<file path="src/hdl/srs_pkg.sv">
// shared types, codes and sizes of the selective-repeat sender scoreboard
package srs_pkg;

  localparam int unsigned MaxChunks = 256;
  localparam int unsigned IdxW      = $clog2(MaxChunks);
  localparam int unsigned CntW      = IdxW + 1;
  localparam int unsigned StampW    = 32;
  localparam int unsigned AckW      = 9;
  localparam int unsigned OpcW      = 3;

  localparam logic [OpcW-1:0] OPC_CLEAR = 3'd0;
  localparam logic [OpcW-1:0] OPC_TICK  = 3'd1;
  localparam logic [OpcW-1:0] OPC_SEND  = 3'd2;
  localparam logic [OpcW-1:0] OPC_ACK   = 3'd3;
  localparam logic [OpcW-1:0] OPC_CLOSE = 3'd4;

  localparam logic [AckW-1:0] KILL_ACK = 9'h1FF;

  localparam logic CFG_NUM_CHUNKS = 1'b0;
  localparam logic CFG_WAIT_TICKS = 1'b1;

  localparam logic [CntW-1:0]   DefChunks = 9'd1;
  localparam logic [StampW-1:0] DefWait   = 32'd100000;

  typedef enum logic [1:0] {
    ACT_NONE,
    ACT_SEND,
    ACT_DONE
  } srs_action_e;

  typedef enum logic [1:0] {
    ST_NOT_SENT,
    ST_FAILED,
    ST_ACKED
  } srs_status_e;

  typedef enum logic [2:0] {
    CMD_NONE,
    CMD_CLEAR,
    CMD_TICK,
    CMD_SEND,
    CMD_ACK,
    CMD_CLOSE
  } srs_cmd_e;

  typedef enum logic [2:0] {
    BK_IDLE,
    BK_SCAN,
    BK_DRAIN,
    BK_PICK,
    BK_ACK_WR,
    BK_SETTLE,
    BK_FIN
  } srs_bk_state_e;

  typedef struct packed {
    srs_cmd_e        op;
    logic            kill_ack;
    logic [IdxW-1:0] seq;
  } srs_cmd_t;

  typedef struct packed {
    srs_action_e     action;
    logic [IdxW-1:0] seq;
    logic            kill;
    logic [CntW-1:0] acked;
  } srs_res_t;

endpackage

</file>
<file path="src/hdl/srs_front.sv">
// front end: accepts input words, classifies them and queues commands
module srs_front import srs_pkg::*; (
  input  logic            clk_i,
  input  logic            rst_ni,
  input  logic [CntW-1:0] n_i,
  input  logic            s_axis_tvalid,
  output logic            s_axis_tready,
  input  logic [15:0]     s_axis_tdata,  // ack_seq
  input  logic [2:0]      s_axis_tuser,  // opcode
  output logic            cmd_valid_o,
  output srs_cmd_t        cmd_o,
  input  logic            cmd_pop_i
);

  srs_cmd_t        fifo_q [2];
  logic            wptr_q, wptr_d;
  logic            rptr_q, rptr_d;
  logic [1:0]      cnt_q, cnt_d;
  srs_cmd_t        cls;
  logic [AckW-1:0] ack_raw;
  logic            is_kill;
  logic            in_rng;
  logic            push;
  logic            pop;

  assign ack_raw = s_axis_tdata[AckW-1:0];
  assign is_kill = (ack_raw == KILL_ACK);
  assign in_rng  = (ack_raw < n_i);

  always_comb begin
    cls.kill_ack = is_kill;
    cls.seq      = ack_raw[IdxW-1:0];
    unique case (s_axis_tuser)
      OPC_CLEAR: cls.op = CMD_CLEAR;
      OPC_TICK:  cls.op = CMD_TICK;
      OPC_SEND:  cls.op = CMD_SEND;
      OPC_ACK:   cls.op = (is_kill || in_rng) ? CMD_ACK : CMD_NONE;
      OPC_CLOSE: cls.op = CMD_CLOSE;
      default:   cls.op = CMD_NONE;
    endcase
  end

  assign s_axis_tready = (cnt_q != 2'd2);
  assign push          = s_axis_tvalid && s_axis_tready;
  assign cmd_valid_o   = (cnt_q != 2'd0);
  assign pop           = cmd_pop_i && cmd_valid_o;
  assign cmd_o         = fifo_q[rptr_q];

  always_comb begin
    wptr_d = wptr_q;
    rptr_d = rptr_q;
    cnt_d  = cnt_q;
    if (push) begin
      wptr_d = ~wptr_q;
    end
    if (pop) begin
      rptr_d = ~rptr_q;
    end
    case ({push, pop})
      2'b10:   cnt_d = cnt_q + 2'd1;
      2'b01:   cnt_d = cnt_q - 2'd1;
      default: cnt_d = cnt_q;
    endcase
  end

  always_ff @(posedge clk_i or negedge rst_ni) begin
    if (!rst_ni) begin
      wptr_q <= 1'b0;
      rptr_q <= 1'b0;
      cnt_q  <= 2'd0;
    end else begin
      wptr_q <= wptr_d;
      rptr_q <= rptr_d;
      cnt_q  <= cnt_d;
    end
  end

  always_ff @(posedge clk_i) begin
    if (push) begin
      fifo_q[wptr_q] <= cls;
    end
  end

endmodule

</file>
<file path="config.mk">
export PLATFORM = sky130hd
export DESIGN_NAME = srs_front
export DESIGN_NICKNAME = d
export VERILOG_FILES = /design/src/hdl/srs_pkg.sv /design/src/hdl/srs_front.sv
export SDC_FILE = /design/constraint.sdc
export NUM_CORES = 1
export LEC_CHECK = 0
export BUFFER_PORTS_ARGS = -buffer_cell sky130_fd_sc_hd__buf_2
export CORE_MARGIN = 2
export CORE_UTILIZATION = 48
export CTS_BUF_LIST = sky130_fd_sc_hd__clkbuf_16
export CTS_CLUSTER_DIAMETER = 120
export CTS_CLUSTER_SIZE = 28
export DETAILED_ROUTE_END_ITERATION = 10
export PLACE_DENSITY = 0.87
export SKIP_LAST_GASP = 1
export SLEW_MARGIN = 10
export SYNTH_ARGS = -nofsm -noshare
export SYNTH_HDL_FRONTEND = slang
export SYNTH_SLANG_ARGS = --single-unit
</file>
<file path="constraint.sdc">
create_clock -name clk_i -period 1.8 [get_ports clk_i]
set_clock_uncertainty 0.05 [all_clocks]
set_input_delay 0.09 -clock clk_i [delete_from_list [all_inputs] [get_ports clk_i]]
set_output_delay 0.09 -clock clk_i [all_outputs]
set_load 0.01 [all_outputs]
</file>
==> run summary, run 1 <==
Netlist cell types: 25
WL/cell: 13.6 um
share of layout cells above drive strength 1: 41.3%
initial antenna violation count: 0
YS warnings: 0
placed insts: 164
hold path depth: 1
post-synthesis sequential area ratio: 62.0%
startpoint types: register
Core Area: 0.00269 sq mm
most frequent cells in the layout: 38 x buf_2, 24 x edfxtp_1, 12 x mux2_2, 10 x inv_1, 9 x ha_1
Final Cycle Share: 89.7%
fin nets: 180
Cell Area, Synth: 0.00132 sq mm
register bit count reported by yosys: 28
Final Hold Vio Count: 0
Fmax achieved: 0.620 GHz
sequential share of power: 45.7%
largest family of logic cells by synthesized area: multiplexers
Die W: 56.5 um
mux cell area share after synthesis: 10.2%
critical setup path kind: register to primary output
PD cells: 1350 mW/mm^2
clock sink count: 28
Leak Pwr: 0.000714 uW
Post-Synthesis Cells: 94
Placed Area: 0.00156 sq mm
worst r2r src: cnt_q[0]$_DFFE_PN0P_
vias in the first global route: 866
crit path cell chain: mux2_2 > buf_2
hold buffers post-CTS: 1
H-tree Lvls: 1
Reg2Reg Depth: 5
slew of the pin with the lowest slew margin: 0.534 ns
I/O pin count: 46
first-pass GRT wire length: 3740 um
drt pass-1 iters: 4
Post-Synth XOR/XNOR Area: 3.97%
CP peak stage delay: 0.68 ns
path category of the worst min-delay check: primary input to register
Tot Pwr: 2230 uW
Max-slew headroom: 64.4%
CP max stage cell: dfrtp_1
clock network power share: 21.7%
Slew Limit Fails: 0
CTS Buf Count: 3
Post-synth EDFFs: 24
HPWL after DPL: 1760 um
most common cell after layout, fill and taps aside: buf_2
die area: 0.00319 sq mm
CP max FO: 13
asr flop ratio synth: 14.3%
Port Buf Inserts: 38
Post-Syn Nets: 135
Non-Filler Instances: 169
Final min period: 1.61 ns
Worst VDD drop: 0.791 mV
total number of vias: 865
post-synthesis compound-gate area fraction: 5.58%
layout overhead on the synthesized area: 24.6%
Worst-path clk slew: 0.06 ns
final routed DRC violation total: 0
clock buffer depth: 2
Critical path origin: rptr_q$_DFFE_PN0P_
grt ovf: 0
Reg-to-Reg End: cnt_q[1]$_DFFE_PN0P_
Worst Setup EP: cmd_o[7]
fillers: 210
DIE HEIGHT: 56.5 um
Comb power frac: 32.6%
post-synthesis adder-cell area fraction: 8.51%
final instance area: 0.00165 sq mm
GPL Wtd Cong: 0.785
Total GRT Usage: 15.2%
Antenna Nets Post-Route: 0
Worst-Skew Late Latency: 0.25 ns
CP arrival: 1.47 ns
cts repair resizes: 0
RSZ-0062 raised after global routing: no
setup TNS: 0 ns
Post-Synth Simple-Gate Area: 6.33%
Switching Fraction: 29.2%
Core Rows: 19
initial core utilization: 49.3%
Post-CTS Setup Inserts: 0
root buf cell: clkbuf_16
synthesized area per cell: 14.1 sq um
largest net degree at the start of global routing: 16
status: finished, final reports clean
DRT Wirelength: 2300 um
reg2reg setup slack: 0.20 ns
P_sw: 650 uW
hold_ws: 0.00881 ns
Ant. Diodes: 0
Worst EP required: 1.66 ns
1st-iter DRT viols: 22
vias per inst: 5.12
CTS tree: built
final setup fails: 0
Top FF cell, synth: edfxtp_1
max_cap viols: 0
CP endpoint kind: primary output
internal power: 1580 uW
## cells in the mapped netlist (2+ instances only)
| cell type | instances | area, sq um |
|---|---|---|
| edfxtp_1 | 24 | 721 |
| mux2_2 | 12 | 135 |
| inv_1 | 10 | 37.5 |
| ha_1 | 9 | 113 |
| nor2_1 | 5 | 18.8 |
| dfrtp_1 | 4 | 100 |
| nand2_1 | 4 | 15.0 |
| xnor2_1 | 4 | 35.0 |
| a21oi_1 | 3 | 15.0 |
| nand4_1 | 2 | 12.5 |
| o211ai_1 | 2 | 15.0 |
| xor2_1 | 2 | 17.5 |
## worst max-delay path: cells and delay by family, from the launching register on
family	cells	cell delay, ns
mux	1	0.40
buf+inv	1	0.14
flops	1	0.68
## power by group through the flow
stage               registers [uW]  clock network, uW  logic (uW)
floorplan                      971                  0         515
detailed placement            1030                  0         729
global placement              1020                  0         701
global route                  1050                524         794
finish                        1020                483         725
CTS                           1020                490         739
## sequential cells by signal, summed over array words and instances (netlist names)
name    flops
fifo_q     24
cnt_q       2
rptr_q      1
wptr_q      1
## area by class of cell
| type | instances | area, sq um | share of cell area [%] |
|---|---|---|---|
| inverter | 10 | 37.5 | 2.28 |
| clock inverter | 1 | 3.75 | 0.228 |
| timing repair buffer | 41 | 215 | 13.1 |
| sequential | 28 | 821 | 49.8 |
| tap | 31 | 38.8 | 2.35 |
| multi-input combinational | 55 | 458 | 27.8 |
| clock buffer | 3 | 75.1 | 4.55 |
## kinds of logic (layout without fill, tap and decap cells)
logic type                 Yosys count  count (layout)
xor gates and xnor gates             6               6
DFF                                 28              28
buffers and inverters               11              55
AOI/OAI and AO/OA                   11              11
and+or+nand+nor                     17              17
adders and majority gates            9               9
muxes                               12              12
## worst min path at each step
stage / start / to / slack (ns)
floorplan: rst_ni / cnt_q[0]$_DFFE_PN0P_ / -0.26
global placement: rst_ni / cnt_q[1]$_DFFE_PN0P_ / -0.15
detailed placement: rst_ni / wptr_q$_DFFE_PN0P_ / -0.15
CTS: s_axis_tdata[7] / fifo_q[1][7]$_DFFE_PP_ / 0.009
global route: s_axis_tdata[1] / fifo_q[1][1]$_DFFE_PP_ / 0.01
finish: s_axis_tdata[7] / fifo_q[1][7]$_DFFE_PP_ / 0.009
## per-stage QoR
step                      utilization, %  setup WS [ns]
after floorplan                        -          0.134
after global placement              58.1          0.314
after detailed placement            58.1          0.203
after CTS                           61.4          0.174
after global routing                61.4         0.0991
final                               61.4          0.186
## per-layer routing
metal / share of wire, % / wire length, um / GRT usage [%] / up-vias
met5: 0 / 0 / 0 / -
met3: 5.0 / 114 / 1.84 / 2
met2: 55 / 1260 / 28.6 / 29
met1: 39 / 903 / 17.5 / 403
li1: - / - / - / 431
met4: 0.91 / 21 / 5.10 / 0
Power figures use the tool's default switching activity.
==> run 2, diff against run 1 <==
--- a/config.mk
+++ b/config.mk
@@ -5,7 +5,7 @@
 export SDC_FILE = /design/constraint.sdc
 export NUM_CORES = 1
 export LEC_CHECK = 0
-export BUFFER_PORTS_ARGS = -buffer_cell sky130_fd_sc_hd__buf_2
+export BUFFER_PORTS_ARGS = -buffer_cell sky130_fd_sc_hd__buf_4
 export CORE_MARGIN = 2
 export CORE_UTILIZATION = 48
 export CTS_BUF_LIST = sky130_fd_sc_hd__clkbuf_16
==> run 2 against run 1 <==
- combinational power up 15%
- via count up 9.9%
- die area unchanged
- flip-flop and latch count unchanged
- fmax down 5.6%
- worst hold slack better by 0.069 ns
- count of clock-buffer cells in the layout unchanged
- clock power about the same
- non-clock buffer count up 8
- register-to-register slack better by 0.05 ns
- critical endpoint is now fifo_q[1][11]$_DFFE_PP_
==> run summary, run 2 (same netlist as run 1, synthesis figures left out) <==
GPL Wtd Cong: 0.773
Max-slew headroom: 63.9%
Reg-to-Reg End: cnt_q[1]$_DFFE_PN0P_
final instance area: 0.00183 sq mm
drt pass-1 iters: 4
Worst path top cell family by delay: buffers and inverters
Worst VDD drop: 0.951 mV
final setup fails: 0
Core Rows: 19
Worst-path clk slew: 0.06 ns
Worst-Skew Late Latency: 0.26 ns
path category of the worst min-delay check: primary input to register
Core Area: 0.00269 sq mm
Worst Setup EP: fifo_q[1][11]$_DFFE_PP_
initial core utilization: 49.3%
most common cell after layout, fill and taps aside: buf_4
first-pass GRT wire length: 4230 um
Die W: 56.5 um
crit path cell chain: dlygate4sd3_1 > buf_4 > ha_1 > a211o_1 > a21oi_2 > a221oi_2 > o21ai_2
startpoint types: primary input
vias in the first global route: 1040
CP max stage cell: dlygate4sd3_1
root buf cell: clkbuf_16
clock sink count: 28
Slew Limit Fails: 0
CP endpoint kind: register
worst r2r src: cnt_q[0]$_DFFE_PN0P_
Post-CTS Setup Inserts: 0
Ant. Diodes: 0
H-tree Lvls: 1
reg2reg setup slack: 0.25 ns
initial antenna violation count: 0
layout overhead on the synthesized area: 38.6%
CTS Buf Count: 3
CP peak stage delay: 0.55 ns
Top reg by flops: fifo_q
status: finished, final reports clean
Fmax achieved: 0.585 GHz
Leak Pwr: 0.000788 uW
Critical path buffers and inverters: 2
CP max FO: 4
total number of vias: 951
CP arrival: 1.66 ns
fin nets: 188
DRT Wirelength: 2600 um
Tot Pwr: 2340 uW
DIE HEIGHT: 56.5 um
HPWL after DPL: 1770 um
die area: 0.00319 sq mm
Critical path origin: s_axis_tdata[4]
RSZ-0062 raised after global routing: no
share of layout cells above drive strength 1: 40.4%
Final min period: 1.71 ns
Largest regs: fifo_q (24), cnt_q (2)
slew of the pin with the lowest slew margin: 0.542 ns
setup TNS: 0 ns
CTS tree: built
vias per inst: 5.37
start point of the worst hold path: cmd_pop_i
I/O pin count: 46
clock buffer depth: 2
Final Cycle Share: 95.0%
placed insts: 164
Total GRT Usage: 17.6%
area of the multi-input gates: 468 sq um
critical setup path kind: primary input to register
Reg2Reg Depth: 6
Placed Area: 0.00166 sq mm
Largest register FFs: 24
largest net degree at the start of global routing: 16
hold_ws: 0.0773 ns
Final Hold Vio Count: 0
PD cells: 1280 mW/mm^2
WL/cell: 14.7 um
CP Depth: 7
max_cap viols: 0
register area: 821 sq um
Worst EP required: 1.75 ns
final routed DRC violation total: 0
fillers: 183
Antenna Nets Post-Route: 0
1st-iter DRT viols: 14
grt ovf: 0
Port Buf Inserts: 38
Non-Filler Instances: 177
most frequent cells in the layout: 40 x buf_4, 24 x edfxtp_1, 12 x mux2_2, 11 x inv_1
==> run 2: cell type report <==
type                    count  share of cell area [%]
well taps                  31                    2.11
inverters                  10                    2.05
repair buffers             49                    21.3
multi-input cells          55                    25.5
clock buffers               3                    4.09
clock inverters             1                   0.205
flip-flops and latches     28                    44.7
==> run 2: worst min-delay path: cells and delay by family <==
| kind | cells | cell delay [ns] |
|---|---|---|
| xor gates and xnor gates | 1 | 0.05 |
| buffers and inverters | 1 | 0.08 |
| and+or+nand+nor | 1 | 0.13 |
==> run 2: routing by layer <==
metal  vias to the layer above  GRT usage (%)  routed length [um]
li1                        447              -                   -
met1                       454           17.7                 945
met2                        40           32.2                1400
met3                        10           3.23                 158
met4                         0           12.2                 102
met5                         -              0                   0
==> run 2: through the flow <==
step / setup WS (ns) / util [%]
3_3_place_gp: 0.306 / 61.6
3_5_place_dp: 0.262 / 61.6
6_report: 0.0899 / 68.3
5_1_grt: 0.0548 / 68.3
2_1_floorplan: 0.134 / -
4_1_cts: 0.0507 / 67.9
==> run 2: how the worst min path moves through the flow <==
stage / slack [ns] / endpoint / cells past startpoint
2_1_floorplan: -0.26 / cnt_q[0]$_DFFE_PN0P_ / 0
3_3_place_gp: -0.16 / cnt_q[1]$_DFFE_PN0P_ / 1
3_5_place_dp: -0.16 / rptr_q$_DFFE_PN0P_ / 1
4_1_cts: 0.07 / rptr_q$_DFFE_PN0P_ / 3
5_1_grt: 0.09 / rptr_q$_DFFE_PN0P_ / 3
6_report: 0.08 / rptr_q$_DFFE_PN0P_ / 3
==> run 2: power by group <==
group          switching (uW)  internal [uW]  total (uW)
clock                     187            297         484
combinational             357            477         835
sequential                117            903        1020
==> run 2: what timing repair did <==
action / 4_1_cts / 5_1_grt
hold buffers: 9 / 0
hold endpoints to repair: 20 / 0
resized for setup: 0 / 2
setup endpoints to repair: 0 / 2
==> run 3, diff against run 2 <==
--- a/config.mk
+++ b/config.mk
@@ -12,6 +12,7 @@
 export CTS_CLUSTER_DIAMETER = 120
 export CTS_CLUSTER_SIZE = 28
 export DETAILED_ROUTE_END_ITERATION = 10
+export MAX_ROUTING_LAYER = met4
 export PLACE_DENSITY = 0.87
 export SKIP_LAST_GASP = 1
 export SLEW_MARGIN = 10
==> run 3 against run 2 <==
- register-to-register slack hardly changed
- largest cell class unchanged
- non-clock buffer count stayed put
- sequential share of layout area stayed put
- highest routed layer unchanged
==> run summary, run 3 (same netlist as run 1, synthesis figures left out) <==
status: finished, final reports clean
Top reg by flops: fifo_q
root buf cell: clkbuf_16
hold path depth: 3
DIE HEIGHT: 56.5 um
Total GRT Usage: 18.1%
reg2reg setup slack: 0.25 ns
internal power: 1680 uW
fin nets: 188
sequential share of power: 43.6%
wl on met1: 957 um
clock buffer depth: 2
CP arrival: 1.66 ns
first-pass GRT wire length: 4230 um
crit path cell chain: dlygate4sd3_1 > buf_4 > ha_1 > a211o_1 > a21oi_2 > a221oi_2 > o21ai_2
layout overhead on the synthesized area: 38.6%
Slew Limit Fails: 0
GPL Wtd Cong: 0.783
Fmax achieved: 0.585 GHz
Final Hold Vio Count: 0
CP peak stage delay: 0.55 ns
met2 routed WL: 1400 um
Critical path origin: s_axis_tdata[4]
CTS Buf Count: 3
initial antenna violation count: 0
Worst-Skew Late Latency: 0.26 ns
Antenna Nets Post-Route: 0
most common cell after layout, fill and taps aside: buf_4
HPWL after DPL: 1770 um
critical setup path kind: primary input to register
CP max FO: 4
CP max stage cell: dlygate4sd3_1
Critical path buffers and inverters: 2
final instance area: 0.00183 sq mm
initial core utilization: 49.3%
final setup fails: 0
clock sink count: 28
fillers: 183
die area: 0.00319 sq mm
Port Buf Inserts: 38
Largest register FFs: 24
Worst path top cell family by delay: buffers and inverters
start point of the worst hold path: cmd_pop_i
Core Area: 0.00269 sq mm
Die W: 56.5 um
max_cap viols: 0
H-tree Lvls: 1
Post-CTS Setup Inserts: 0
share of layout cells above drive strength 1: 40.4%
RSZ-0062 raised after global routing: no
Largest regs: fifo_q (24), cnt_q (2)
1st-iter DRT viols: 14
grt ovf: 0
clock network power share: 20.7%
Final Cycle Share: 95.0%
vias per inst: 5.37
path category of the worst min-delay check: primary input to register
setup TNS: 0 ns
Worst VDD drop: 0.951 mV
Placed Area: 0.00166 sq mm
worst r2r src: cnt_q[0]$_DFFE_PN0P_
DRT Wirelength: 2600 um
I/O pin count: 46
startpoint types: primary input
Switching Fraction: 28.3%
Worst-path clk slew: 0.06 ns
most frequent cells in the layout: 40 x buf_4, 24 x edfxtp_1, 12 x mux2_2, 11 x inv_1
slew of the pin with the lowest slew margin: 0.542 ns
WL/cell: 14.7 um
Reg2Reg Depth: 6
Reg-to-Reg End: cnt_q[1]$_DFFE_PN0P_
met3 wire len: 146 um
Tot Pwr: 2340 uW
Max-slew headroom: 63.9%
total number of vias: 951
Max Used Layer: met4
P_sw: 662 uW
final routed DRC violation total: 0
largest net degree at the start of global routing: 16
CTS tree: built
drt pass-1 iters: 4
hold path endpoint: rptr_q$_DFFE_PN0P_
Worst EP required: 1.75 ns
Final min period: 1.71 ns
Ant. Diodes: 0
CP endpoint kind: register
PD cells: 1280 mW/mm^2
Comb power frac: 35.7%
Leak Pwr: 0.000788 uW
vias in the first global route: 1040
Core Rows: 19
## run 3: cell counts in the layout (fill, tap and decap cells not counted)
No cell type changed its count.
## run 3: power by group through the flow
| stage | logic (uW) | registers (uW) | clock network, uW |
|---|---|---|---|
| 6_report | 835 | 1020 | 484 |
| 4_1_cts | 844 | 1020 | 498 |
| 2_1_floorplan | 515 | 971 | 0 |
| 3_3_place_gp | 798 | 1020 | 0 |
| 5_1_grt | 903 | 1040 | 520 |
| 3_5_place_dp | 820 | 1040 | 0 |
## run 3: worst reg2reg max path, cell delays in order, from the launching register on
cell,delay [ns]
dfrtp_1,0.42
or2_1,0.26
and2_4,0.17
ha_1,0.19
xnor2_1,0.15
nor2_1,0.07
xor2_1,0.13
## run 3: per-layer routing
metal | global-route usage [%] | up-vias
li1 | - | 447
met3 | 2.76 | 10
met4 | 12.2 | 0
met2 | 32.2 | 40
met1 | 18.0 | 454
met5 | - | -
## run 3: how the worst max path moves through the flow
stage / end / slack [ns] / cells past startpoint
6_report: fifo_q[1][11]$_DFFE_PP_ / 0.09 / 7
5_1_grt: fifo_q[0][11]$_DFFE_PP_ / 0.05 / 7
4_1_cts: fifo_q[1][11]$_DFFE_PP_ / 0.05 / 7
3_5_place_dp: cnt_q[1]$_DFFE_PN0P_ / 0.26 / 6
3_3_place_gp: cnt_q[1]$_DFFE_PN0P_ / 0.31 / 5
2_1_floorplan: fifo_q[0][0]$_DFFE_PP_ / 0.13 / 3
## run 3: layout make-up
cell class	instances	area [sq um]	area share, %
Sequential cell	28	821	44.7
Multi-Input combinational cell	55	468	25.5
Timing Repair Buffer	49	390	21.3
Clock buffer	3	75.1	4.09
Tap cell	31	38.8	2.11
Inverter	10	37.5	2.05
Clock inverter	1	3.75	0.205
## run 3: what timing repair did
| item | CTS | global route |
|---|---|---|
| endpoints found under the hold margin | 20 | 0 |
| resized for setup | 0 | 2 |
| setup endpoints to repair | 0 | 2 |
| hold buffers | 9 | 0 |
## run 3: metrics by stage
stage               setup WS (ns)  instances  util [%]  hold WS, ns
finish                     0.0897        177      68.3       0.0773
global route               0.0548        177      68.3       0.0896
CTS                        0.0507        177      67.9       0.0740
detailed placement          0.262        164      61.6       -0.160
global placement            0.306        164      61.6       -0.163
floorplan                   0.134         94         -       -0.256
